<file path="config.mk">
export PLATFORM = sky130hd
export DESIGN_NAME = i2c_eeprom_word_transfer_flat
export DESIGN_NICKNAME = d
export VERILOG_FILES = /design/src/hdl/i2cew_pkg.sv /design/src/hdl/i2cew_in_if.sv /design/src/hdl/i2cew_out_if.sv /design/src/hdl/i2c_eeprom_word_transfer.sv /design/src/flat_wrapper.sv
export SDC_FILE = /design/constraint.sdc
export NUM_CORES = 1
export LEC_CHECK = 0
export BUFFER_PORTS_ARGS = -buffer_cell sky130_fd_sc_hd__buf_4
export CAP_MARGIN = 20
export CORE_ASPECT_RATIO = 1.1
export CORE_MARGIN = 5
export CORE_UTILIZATION = 53
export DETAILED_ROUTE_END_ITERATION = 6
export PLACE_DENSITY = 0.76
export REMOVE_ABC_BUFFERS = 1
export SKIP_LAST_GASP = 1
export SYNTH_ARGS = -nofsm -noshare
export SYNTH_HDL_FRONTEND = slang
export SYNTH_SLANG_ARGS = --single-unit
</file>
<file path="constraint.sdc">
create_clock -name clk -period 5.31 [get_ports clk]
set_clock_uncertainty 0.15 [all_clocks]
set_input_delay 1.062 -clock clk [delete_from_list [all_inputs] [get_ports clk]]
set_output_delay 1.062 -clock clk [all_outputs]
set_load 0.005 [all_outputs]
</file>
<file path="src/hdl/i2cew_pkg.sv">
// ----------------------------------------------------------------------------
// i2cew_pkg: shared types and constants
// Word formats, bus sequencer phases and register indexes for the I2C EEPROM
// word transfer block.
// ----------------------------------------------------------------------------
`default_nettype none

package i2cew_pkg;

  // Bytes moved per transfer (1..4, the data word is 32 bits)
  localparam int unsigned BYTES_PER_TRANSFER = 4;

  // Byte counter holds up to control, two address bytes, repeated control
  // and the data bytes
  localparam int unsigned BYTE_W = $clog2(BYTES_PER_TRANSFER + 5);
  localparam int unsigned BIT_W  = 4;
  localparam int unsigned TICK_W = 24;

  localparam logic [BYTE_W-1:0] BYTE_READ_CTRL = BYTE_W'(3);
  localparam logic [BYTE_W-1:0] BYTE_RX_FIRST  = BYTE_W'(4);
  localparam logic [BYTE_W-1:0] BYTE_WR_END    = BYTE_W'(3 + BYTES_PER_TRANSFER);
  localparam logic [BYTE_W-1:0] BYTE_RD_END    = BYTE_W'(4 + BYTES_PER_TRANSFER);
  localparam logic [BIT_W-1:0]  BIT_ACK        = BIT_W'(8);

  // Configuration register indexes
  localparam logic [1:0] REG_CONTROL   = 2'd0;
  localparam logic [1:0] REG_HALF_PER  = 2'd1;
  localparam logic [1:0] REG_WR_WAIT   = 2'd2;
  localparam int unsigned CFG_DATA_W   = 24;

  // Reset values of the configuration registers
  localparam logic [7:0]        RST_CONTROL  = 8'd160;
  localparam logic [7:0]        RST_HALF_PER = 8'd2;
  localparam logic [TICK_W-1:0] RST_WR_WAIT  = 24'd50000;

  // Operation codes
  localparam logic OP_READ  = 1'b0;
  localparam logic OP_WRITE = 1'b1;

  // Bus sequencer phases
  typedef enum logic [3:0] {
    PH_IDLE, PH_ST0, PH_ST1, PH_ST2, PH_ST3,
    PH_BL, PH_BH, PH_BT, PH_SP0, PH_SP1, PH_SP2, PH_WAIT
  } phase_t;

  // Input word: one tick
  typedef struct packed {
    logic        command_valid;
    logic        operation;
    logic [15:0] mem_address;
    logic [31:0] write_data;
    logic        sda_in;
  } in_word_t;

  // Result word: pin levels and status after the tick
  typedef struct packed {
    logic        scl_out;
    logic        sda_out;
    logic        write_protect;
    logic        busy_res;
    logic        done_res;
    logic        nack_error;
    logic [31:0] read_data;
  } out_word_t;

endpackage

`default_nettype wire

</file>
<file path="src/hdl/i2cew_in_if.sv">
// ----------------------------------------------------------------------------
// i2cew_in_if: input channel
// Valid/ready channel carrying one tick word per handshake.
// ----------------------------------------------------------------------------
`default_nettype none

interface i2cew_in_if import i2cew_pkg::*; ();
  logic     valid;
  logic     ready;
  in_word_t payload;

  modport source (output valid, output payload, input ready);
  modport sink   (input valid, input payload, output ready);
endinterface

`default_nettype wire

</file>
<file path="src/hdl/i2cew_out_if.sv">
// ----------------------------------------------------------------------------
// i2cew_out_if: result channel
// Valid/ready channel carrying one result word per handshake.
// ----------------------------------------------------------------------------
`default_nettype none

interface i2cew_out_if import i2cew_pkg::*; ();
  logic      valid;
  logic      ready;
  out_word_t payload;

  modport source (output valid, output payload, input ready);
  modport sink   (input valid, input payload, output ready);
endinterface

`default_nettype wire

</file>
<file path="src/hdl/i2c_eeprom_word_transfer.sv">
// ----------------------------------------------------------------------------
// i2c_eeprom_word_transfer: I2C master for 16-bit-addressed EEPROM transfers
// Bus sequencer stepped once per input word; one result word per input word.
// ----------------------------------------------------------------------------
// Every accepted input word is one bus tick: it may start a four-byte read or
// write (ignored while busy) and always carries the sampled SDA level. The
// sequencer advances by one tick per word and answers each word with exactly
// one result word holding SCL, SDA drive, write protect, busy, and, on the
// finishing tick, done with the NACK flag and the read data. One word is taken
// per clock: the whole tick update is a single pass of logic from the state
// registers into the result register, and a word's result is offered on
// out_ch in the clock after the word is taken. A new word is taken in the same
// clock that the previous result leaves, so words flow back to back; while a
// result waits for out_ch.ready, in_ch.ready stays low. Configuration writes
// are taken at any edge with cfg_we high and act at once.
// ----------------------------------------------------------------------------
`default_nettype none

module i2c_eeprom_word_transfer import i2cew_pkg::*; (
  input  wire logic                  clk,
  input  wire logic                  rst_n,
  i2cew_in_if.sink                   in_ch,
  i2cew_out_if.source                out_ch,
  input  wire logic                  cfg_we,
  input  wire logic [1:0]            cfg_index,
  input  wire logic [CFG_DATA_W-1:0] cfg_data
);

  // Configuration registers
  logic [7:0]        ctrl_r;
  logic [7:0]        half_r;
  logic [TICK_W-1:0] wwait_r;

  // Sequencer state
  phase_t            phase_r,   phase_nxt;
  logic [TICK_W-1:0] tick_r,    tick_nxt;
  logic [BIT_W-1:0]  bit_r,     bit_nxt;
  logic [BYTE_W-1:0] byte_r,    byte_nxt;
  logic [7:0]        shift_r,   shift_nxt;
  logic              op_r,      op_nxt;
  logic [15:0]       addr_r,    addr_nxt;
  logic [31:0]       data_r,    data_nxt;
  logic              err_r,     err_nxt;
  logic              scl_r,     scl_nxt;
  logic              sda_r,     sda_nxt;
  logic              prot_r,    prot_nxt;

  // Result register
  logic              out_valid_r;
  out_word_t         out_word_r, out_word_nxt;

  logic              accept;

  // SDA value of the current bit cell
  function automatic logic cell_sda(input logic op, input logic [BYTE_W-1:0] by,
                                    input logic [BIT_W-1:0] bi, input logic [7:0] sh);
    logic recv;
    logic [BYTE_W:0] by_next;
    recv    = (op == OP_READ) && (by >= BYTE_RX_FIRST);
    by_next = {1'b0, by} + {{BYTE_W{1'b0}}, 1'b1};
    if (bi < BIT_ACK) begin
      if (recv) cell_sda = 1'b1;
      else      cell_sda = sh[3'(7 - bi)];
    end else if (recv) begin
      cell_sda = (by_next < {1'b0, BYTE_RD_END}) ? 1'b0 : 1'b1;
    end else begin
      cell_sda = 1'b1;
    end
  endfunction

  assign accept      = in_ch.valid && in_ch.ready;
  assign in_ch.ready = !out_valid_r || out_ch.ready;
  assign out_ch.valid   = out_valid_r;
  assign out_ch.payload = out_word_r;

  // One tick of the bus sequencer
  always_comb begin
    logic              recv;
    logic              adv;
    logic              do_load;
    logic              do_enter;
    logic              done;
    phase_t            ent_ph;
    logic [TICK_W-1:0] limit;

    phase_nxt = phase_r;
    tick_nxt  = tick_r;
    bit_nxt   = bit_r;
    byte_nxt  = byte_r;
    shift_nxt = shift_r;
    op_nxt    = op_r;
    addr_nxt  = addr_r;
    data_nxt  = data_r;
    err_nxt   = err_r;
    scl_nxt   = scl_r;
    sda_nxt   = sda_r;
    prot_nxt  = prot_r;
    do_load   = 1'b0;
    do_enter  = 1'b0;
    done      = 1'b0;
    ent_ph    = PH_IDLE;
    adv       = 1'b0;
    limit     = '0;

    if (phase_r == PH_IDLE) begin
      // Latch a new command
      if (in_ch.payload.command_valid) begin
        op_nxt    = in_ch.payload.operation;
        addr_nxt  = in_ch.payload.mem_address;
        data_nxt  = (in_ch.payload.operation == OP_WRITE) ? in_ch.payload.write_data : '0;
        err_nxt   = 1'b0;
        byte_nxt  = '0;
        bit_nxt   = '0;
        shift_nxt = '0;
        prot_nxt  = (in_ch.payload.operation == OP_WRITE) ? 1'b0 : 1'b1;
        do_enter  = 1'b1;
        ent_ph    = PH_ST0;
      end
    end else begin
      // Slot timer
      tick_nxt = tick_r + TICK_W'(1);
      if (phase_r == PH_WAIT)  limit = wwait_r;
      else if (half_r == '0)   limit = TICK_W'(1);
      else                     limit = {{(TICK_W-8){1'b0}}, half_r};
      adv = (tick_nxt >= limit);
    end

    recv = (op_r == OP_READ) && (byte_r >= BYTE_RX_FIRST);

    if (adv) begin
      do_enter = 1'b1;
      unique case (phase_r)
        PH_ST0: ent_ph = PH_ST1;
        PH_ST1: ent_ph = PH_ST2;
        PH_ST2: ent_ph = PH_ST3;
        PH_ST3: begin
          do_load = 1'b1;
          ent_ph  = PH_BL;
        end
        PH_BL:  ent_ph = PH_BH;
        PH_BH: begin
          // Sample SDA at the end of the high slot
          if (bit_r < BIT_ACK) begin
            if (recv) shift_nxt = {shift_r[6:0], in_ch.payload.sda_in};
          end else if (!recv && in_ch.payload.sda_in) begin
            err_nxt = 1'b1;
          end
          ent_ph = PH_BT;
        end
        PH_BT: begin
          if (bit_r < BIT_ACK) begin
            bit_nxt = bit_r + BIT_W'(1);
            ent_ph  = PH_BL;
          end else begin
            // End of byte
            if (recv) data_nxt = {data_r[23:0], shift_r};
            byte_nxt = byte_r + BYTE_W'(1);
            if (op_r == OP_WRITE) begin
              if (byte_nxt < BYTE_WR_END) begin
                do_load = 1'b1;
                ent_ph  = PH_BL;
              end else begin
                ent_ph = PH_SP0;
              end
            end else if (byte_nxt == BYTE_READ_CTRL) begin
              ent_ph = PH_ST0;
            end else if (byte_nxt < BYTE_RD_END) begin
              do_load = 1'b1;
              ent_ph  = PH_BL;
            end else begin
              ent_ph = PH_SP0;
            end
          end
        end
        PH_SP0: ent_ph = PH_SP1;
        PH_SP1: ent_ph = PH_SP2;
        PH_SP2: begin
          if (op_r == OP_WRITE && wwait_r != '0) begin
            ent_ph = PH_WAIT;
          end else begin
            prot_nxt = 1'b1;
            done     = 1'b1;
            ent_ph   = PH_IDLE;
          end
        end
        PH_WAIT: begin
          prot_nxt = 1'b1;
          done     = 1'b1;
          ent_ph   = PH_IDLE;
        end
        default: ent_ph = PH_IDLE;
      endcase
    end

    // Load the next byte to shift out
    if (do_load) begin
      if (byte_nxt == BYTE_W'(0))      shift_nxt = ctrl_r & 8'hFE;
      else if (byte_nxt == BYTE_W'(1)) shift_nxt = addr_r[15:8];
      else if (byte_nxt == BYTE_W'(2)) shift_nxt = addr_r[7:0];
      else if (op_r == OP_READ) begin
        shift_nxt = (byte_nxt == BYTE_READ_CTRL) ? (ctrl_r | 8'h01) : 8'h00;
      end else begin
        shift_nxt = data_nxt[31:24];
        data_nxt  = {data_nxt[23:0], 8'h00};
      end
      bit_nxt = '0;
    end

    // Enter a phase: restart the timer and set the pin levels
    if (do_enter) begin
      phase_nxt = ent_ph;
      tick_nxt  = '0;
      unique case (ent_ph)
        PH_ST0: sda_nxt = 1'b1;
        PH_ST1: begin scl_nxt = 1'b1; sda_nxt = 1'b1; end
        PH_ST2: begin scl_nxt = 1'b1; sda_nxt = 1'b0; end
        PH_ST3: begin scl_nxt = 1'b0; sda_nxt = 1'b0; end
        PH_BL: begin
          scl_nxt = 1'b0;
          sda_nxt = cell_sda(op_nxt, byte_nxt, bit_nxt, shift_nxt);
        end
        PH_BH: begin
          scl_nxt = 1'b1;
          sda_nxt = cell_sda(op_nxt, byte_nxt, bit_nxt, shift_nxt);
        end
        PH_BT: begin
          scl_nxt = 1'b0;
          sda_nxt = cell_sda(op_nxt, byte_nxt, bit_nxt, shift_nxt);
        end
        PH_SP0: begin scl_nxt = 1'b0; sda_nxt = 1'b0; end
        PH_SP1: begin scl_nxt = 1'b1; sda_nxt = 1'b0; end
        default: begin scl_nxt = 1'b1; sda_nxt = 1'b1; end
      endcase
    end

    // Result word
    out_word_nxt.scl_out       = scl_nxt;
    out_word_nxt.sda_out       = sda_nxt;
    out_word_nxt.write_protect = prot_nxt;
    out_word_nxt.busy_res      = (phase_nxt != PH_IDLE);
    out_word_nxt.done_res      = done;
    out_word_nxt.nack_error    = done & err_nxt;
    out_word_nxt.read_data     = (done && op_nxt == OP_READ) ? data_nxt : '0;
  end

  // Configuration registers
  always_ff @(posedge clk) begin
    if (!rst_n) begin
      ctrl_r  <= RST_CONTROL;
      half_r  <= RST_HALF_PER;
      wwait_r <= RST_WR_WAIT;
    end else if (cfg_we) begin
      unique case (cfg_index)
        REG_CONTROL:  ctrl_r  <= cfg_data[7:0];
        REG_HALF_PER: half_r  <= cfg_data[7:0];
        REG_WR_WAIT:  wwait_r <= cfg_data[TICK_W-1:0];
        default: ;
      endcase
    end
  end

  // Sequencer state, updated once per accepted word
  always_ff @(posedge clk) begin
    if (!rst_n) begin
      phase_r <= PH_IDLE;
      tick_r  <= '0;
      bit_r   <= '0;
      byte_r  <= '0;
      shift_r <= '0;
      op_r    <= 1'b0;
      addr_r  <= '0;
      data_r  <= '0;
      err_r   <= 1'b0;
      scl_r   <= 1'b1;
      sda_r   <= 1'b1;
      prot_r  <= 1'b1;
    end else if (accept) begin
      phase_r <= phase_nxt;
      tick_r  <= tick_nxt;
      bit_r   <= bit_nxt;
      byte_r  <= byte_nxt;
      shift_r <= shift_nxt;
      op_r    <= op_nxt;
      addr_r  <= addr_nxt;
      data_r  <= data_nxt;
      err_r   <= err_nxt;
      scl_r   <= scl_nxt;
      sda_r   <= sda_nxt;
      prot_r  <= prot_nxt;
    end
  end

  // Result register
  always_ff @(posedge clk) begin
    if (!rst_n) begin
      out_valid_r <= 1'b0;
    end else if (accept) begin
      out_valid_r <= 1'b1;
    end else if (out_ch.ready) begin
      out_valid_r <= 1'b0;
    end
  end

  always_ff @(posedge clk) begin
    if (accept) begin
      out_word_r <= out_word_nxt;
    end
  end

endmodule

`default_nettype wire
</file>
<file path="src/flat_wrapper.sv">
// flat-port wrapper written by rule: the top's interface ports become plain ports
module i2c_eeprom_word_transfer_flat import i2cew_pkg::*;
  (clk, rst_n, cfg_we, cfg_index, cfg_data, in_ch_valid, in_ch_payload, in_ch_ready, out_ch_valid, out_ch_payload, out_ch_ready);
  i2cew_in_if in_ch_i ();
  i2cew_out_if out_ch_i ();
  input  wire logic clk;
  input  wire logic rst_n;
  input  wire logic cfg_we;
  input  wire logic [1:0] cfg_index;
  input  wire logic [CFG_DATA_W-1:0] cfg_data;
  input wire logic [$bits(in_ch_i.valid)-1:0] in_ch_valid;
  input wire logic [$bits(in_ch_i.payload)-1:0] in_ch_payload;
  output wire logic [$bits(in_ch_i.ready)-1:0] in_ch_ready;
  output wire logic [$bits(out_ch_i.valid)-1:0] out_ch_valid;
  output wire logic [$bits(out_ch_i.payload)-1:0] out_ch_payload;
  input wire logic [$bits(out_ch_i.ready)-1:0] out_ch_ready;
  assign in_ch_i.valid = in_ch_valid;
  assign in_ch_i.payload = in_ch_payload;
  assign in_ch_ready = in_ch_i.ready;
  assign out_ch_valid = out_ch_i.valid;
  assign out_ch_payload = out_ch_i.payload;
  assign out_ch_i.ready = out_ch_ready;
  i2c_eeprom_word_transfer u_core (.clk(clk), .rst_n(rst_n), .in_ch(in_ch_i), .out_ch(out_ch_i), .cfg_we(cfg_we), .cfg_index(cfg_index), .cfg_data(cfg_data));
endmodule
</file>
==> impl_metrics.py <==
metrics = {
    "global_routing": {
        "grt_usage_pct": 25.96,
        "grt_pass1_vias": 9122,
        "grt_overflow_total": 0,
        "grt_max_degree": 86,
        "antenna_found_initial": 0,
        "grt_pass1_wl_um": 45960,
    },
    "drt": {
        "drt-pass1-iter-count": 5,
        "vias_per_cell": 5.901,
        "drt-initial-drc-count": 704,
        "wl_um": 29060,
        "wire_per_inst_um": 17.73,
        "ant_nets": 0,
        "vias": 9672,
        "drc": 0,
    },
    "setup_path": {
        "r2r_setup_slack_ps": 80,
        "crit_path_start_kind": "flip-flop",
        "timing.rr.end": "u_core.data_r[21]",
        "arrival_ps": 5430,
        "critical_path_class": "flip-flop to flip-flop",
        "reg2reg_from": "u_core.tick_r[1]",
        "r2r_cells": 24,
        "critPathCaptureType": "flip-flop",
        "crit_path_max_fanout": 16,
        "cp.required_ps": 5510,
    },
    "clock_network": {
        "clockBufferDepth": 2,
        "ctsHtreeMaxLevel": 4,
        "root_buffer": "clkbuf_16",
        "clkTransAtPathRegs_ps": 70,
        "tritoncts": "done",
        "clock_latency_ps": 440,
        "cts_buffers": 17,
        "cts.sinks": 175,
    },
    "timing": {
        "max_freq_ghz": 0.1912,
        "fin_crit_sh_pct": 98.49,
        "slew_viol_final": 0,
        "tightest_slew_ps": 925.1,
        "rsz0062_at_grt": "yes",
        "slew_headroom_pct": 37.91,
        "hold_viol_final": 0,
        "layout_min_cycle_time_ps": 5230,
        "setup_viol": 0,
        "postLayoutSetupSlackWorst_ps": 79.95,
    },
    "die": {
        "row_count": 52,
        "chipWidth_um": 140.1,
        "ios": 122,
        "initial_core_util_pct": 53.78,
        "core-area_um2": 18350,
        "die_h_um": 153.1,
        "dieArea_um2": 21450,
    },
    "yosys": {
        "yosysMostFrequentCell": "nand2_1",
        "synth.area.top_cells": "dfxtp_1, edfxtp_1, nand2_1",
        "synth_area_um2": 9867,
        "yosys.area.top_type_share_pct": 27.80,
        "yosysSeqAreaShare_pct": 39.36,
        "synth_ff_type": "dfxtp_1",
        "ys_ff_latch": 175,
        "yosysUniqueCellTypes": 75,
        "synth_largest_area_cell": "dfxtp_1",
        "synthCells": 1246,
        "synth_edf_count": 38,
        "async_flop_share_pct": 0,
        "yosys-top-cells-count": "nand2_1, nor2_1, dfxtp_1, nand3_1, a21oi_1",
        "ys_warn_count": 0,
        "syn_avg_cell_area_um2": 7.919,
    },
    "finish": {
        "drive_gt1_share_pct": 23.50,
        "n_antenna_cell": 0,
        "multi_input_area_um2": 5868,
        "nets": 1493,
        "regArea_um2": 3885,
        "area_delta_synth_final_pct": 24.44,
        "fillers": 1567,
        "post-route-util_pct": 66.92,
    },
    "hold_path": {
        "hold_path_class": "flip-flop to flip-flop",
        "holdPathEnd": "u_core.addr_r[12]",
        "min_from": "u_core.addr_r[12]",
        "holdPathStages": 2,
    },
    "placement": {
        "pre_cts_slack_ps": -13.62,
        "place_congestion": 0.9615,
        "dp_hpwl_um": 20070,
        "port_buffers": 121,
    },
    "power_and_ir_drop": {
        "irDropWorstVdd_uv": 232.0,
        "finalPower_w": 0.003087,
        "p_per_area_nw_per_um2": 251.4,
        "leakage_nw": 4.794,
    },
    "job": {
        "maxCapViolCount": 0,
    },
    "run_status": {
        "status": "complete, no violations",
    },
}
-- layer usage --
| layer | global-route usage [%] | part of all wire, % | wire length [um] |
|---|---|---|---|
| met4 | 9.183 | 3.0 | 872 |
| met5 | 0 | 0 | 0 |
| met2 | 45.75 | 51 | 14720 |
| met1 | 31.45 | 40 | 11580 |
| met3 | 5.156 | 6.5 | 1886 |
-- critical path, stage by stage, from the launching register on --
cell and delay, ps:
dfxtp_2 340, ha_1 190, and3_1 200, and3_1 190, nor2b_2 170, and4_1 210
and3_1 200, and2_4 170, and4_4 180, xor2_2 150, ha_1 310, nand4_1 140
nor2_1 120, nand4_1 110, a21o_1 250, buf_4 190, a211oi_4 310, a211oi_4 70
buf_12 170, buf_4 160, a211oi_4 210, buf_6 160, clkbuf_16 190, mux2_2 360
a211oi_1 240
-- placed cells by master (no fill, tap or decap), types with 26 or more instances in the layout --
cell type	netlist	routed
buf_4	4	190
a211oi_1	36	32
a21oi_1	106	100
mux2_2	26	26
nand3_1	109	107
ha_1	28	28
nor2_1	144	141
dfxtp_1	137	136
mux2i_1	26	26
nand2_1	218	218
o21ai_0	68	67
edfxtp_1	38	38
-- repair_timing --
action / in CTS / in global routing
gates resized for setup: 2 / 53
hold buffers: 0 / 0
pin swaps: 0 / 19
buffers inserted: 0 / 13
endpoints found under the setup margin: 12 / 71
cloned: 0 / 2
-- cell type report --
cell class	count	share of cell area (%)
multi-input cells	976	47.79
flip-flops and latches	175	31.64
repair buffers	200	13.11
clock buffers	18	3.495
well taps	243	2.476
clock inverters	14	1.060
inverters	13	0.4280
-- state kept, by name, indices dropped and copies added, names as in the netlist, 4 cells and up --
| signal | flops |
|---|---|
| u_core.out_ch.payload | 38 |
| u_core.data_r | 32 |
| u_core.tick_r | 24 |
| u_core.wwait_r | 24 |
| u_core.addr_r | 16 |
| u_core.half_r | 8 |
| u_core.shift_r | 8 |
| u_core.ctrl_r | 7 |
| u_core.bit_r | 4 |
| u_core.byte_r | 4 |
| u_core.phase_r | 4 |
-- per-stage QoR --
step	instances	TNS (ps)	hold WS (ps)	area, um2
floorplan	1164	-35050	283.2	9534
global placement	1590	0	291.6	11240
detailed placement	1590	-13.62	297.6	11240
CTS	1622	-63.05	307.4	11820
global route	1639	-2693	334.8	12280
finish	1639	0	306.9	12280
-- cells by family after synthesis --
group / count (synthesis) / share of synthesized area, %
muxes: 52 / 5.605
adders and majority gates: 28 / 3.551
DFF: 175 / 39.36
and+or+nand+nor: 572 / 25.77
buffers and inverters: 95 / 3.868
AOI/OAI and AO/OA: 299 / 19.63
xor gates and xnor gates: 25 / 2.219
-- power breakdown --
part	switching, W	leakage [nW]	internal (W)	total, W
Clock	0.000562	0.277	0.000654	0.00122
Sequential	0.0000417	1.49	0.00141	0.00145
Combinational	0.000245	3.02	0.000173	0.000418
Total	0.000848	4.79	0.00224	0.00309
-- how the worst max path moves through the flow --
| stage | from | to | cells past startpoint |
|---|---|---|---|
| 2_1_floorplan | u_core.tick_r[0] | u_core.data_r[10] | 20 |
| 3_3_place_gp | u_core.tick_r[0] | u_core.out_ch.payload[36] | 21 |
| 3_5_place_dp | u_core.tick_r[1] | u_core.out_ch.payload[36] | 22 |
| 4_1_cts | u_core.tick_r[1] | u_core.out_ch.payload[36] | 22 |
| 5_1_grt | u_core.tick_r[1] | u_core.data_r[25] | 24 |
| 6_report | u_core.tick_r[1] | u_core.data_r[21] | 24 |
Power figures use the tool's default switching activity.
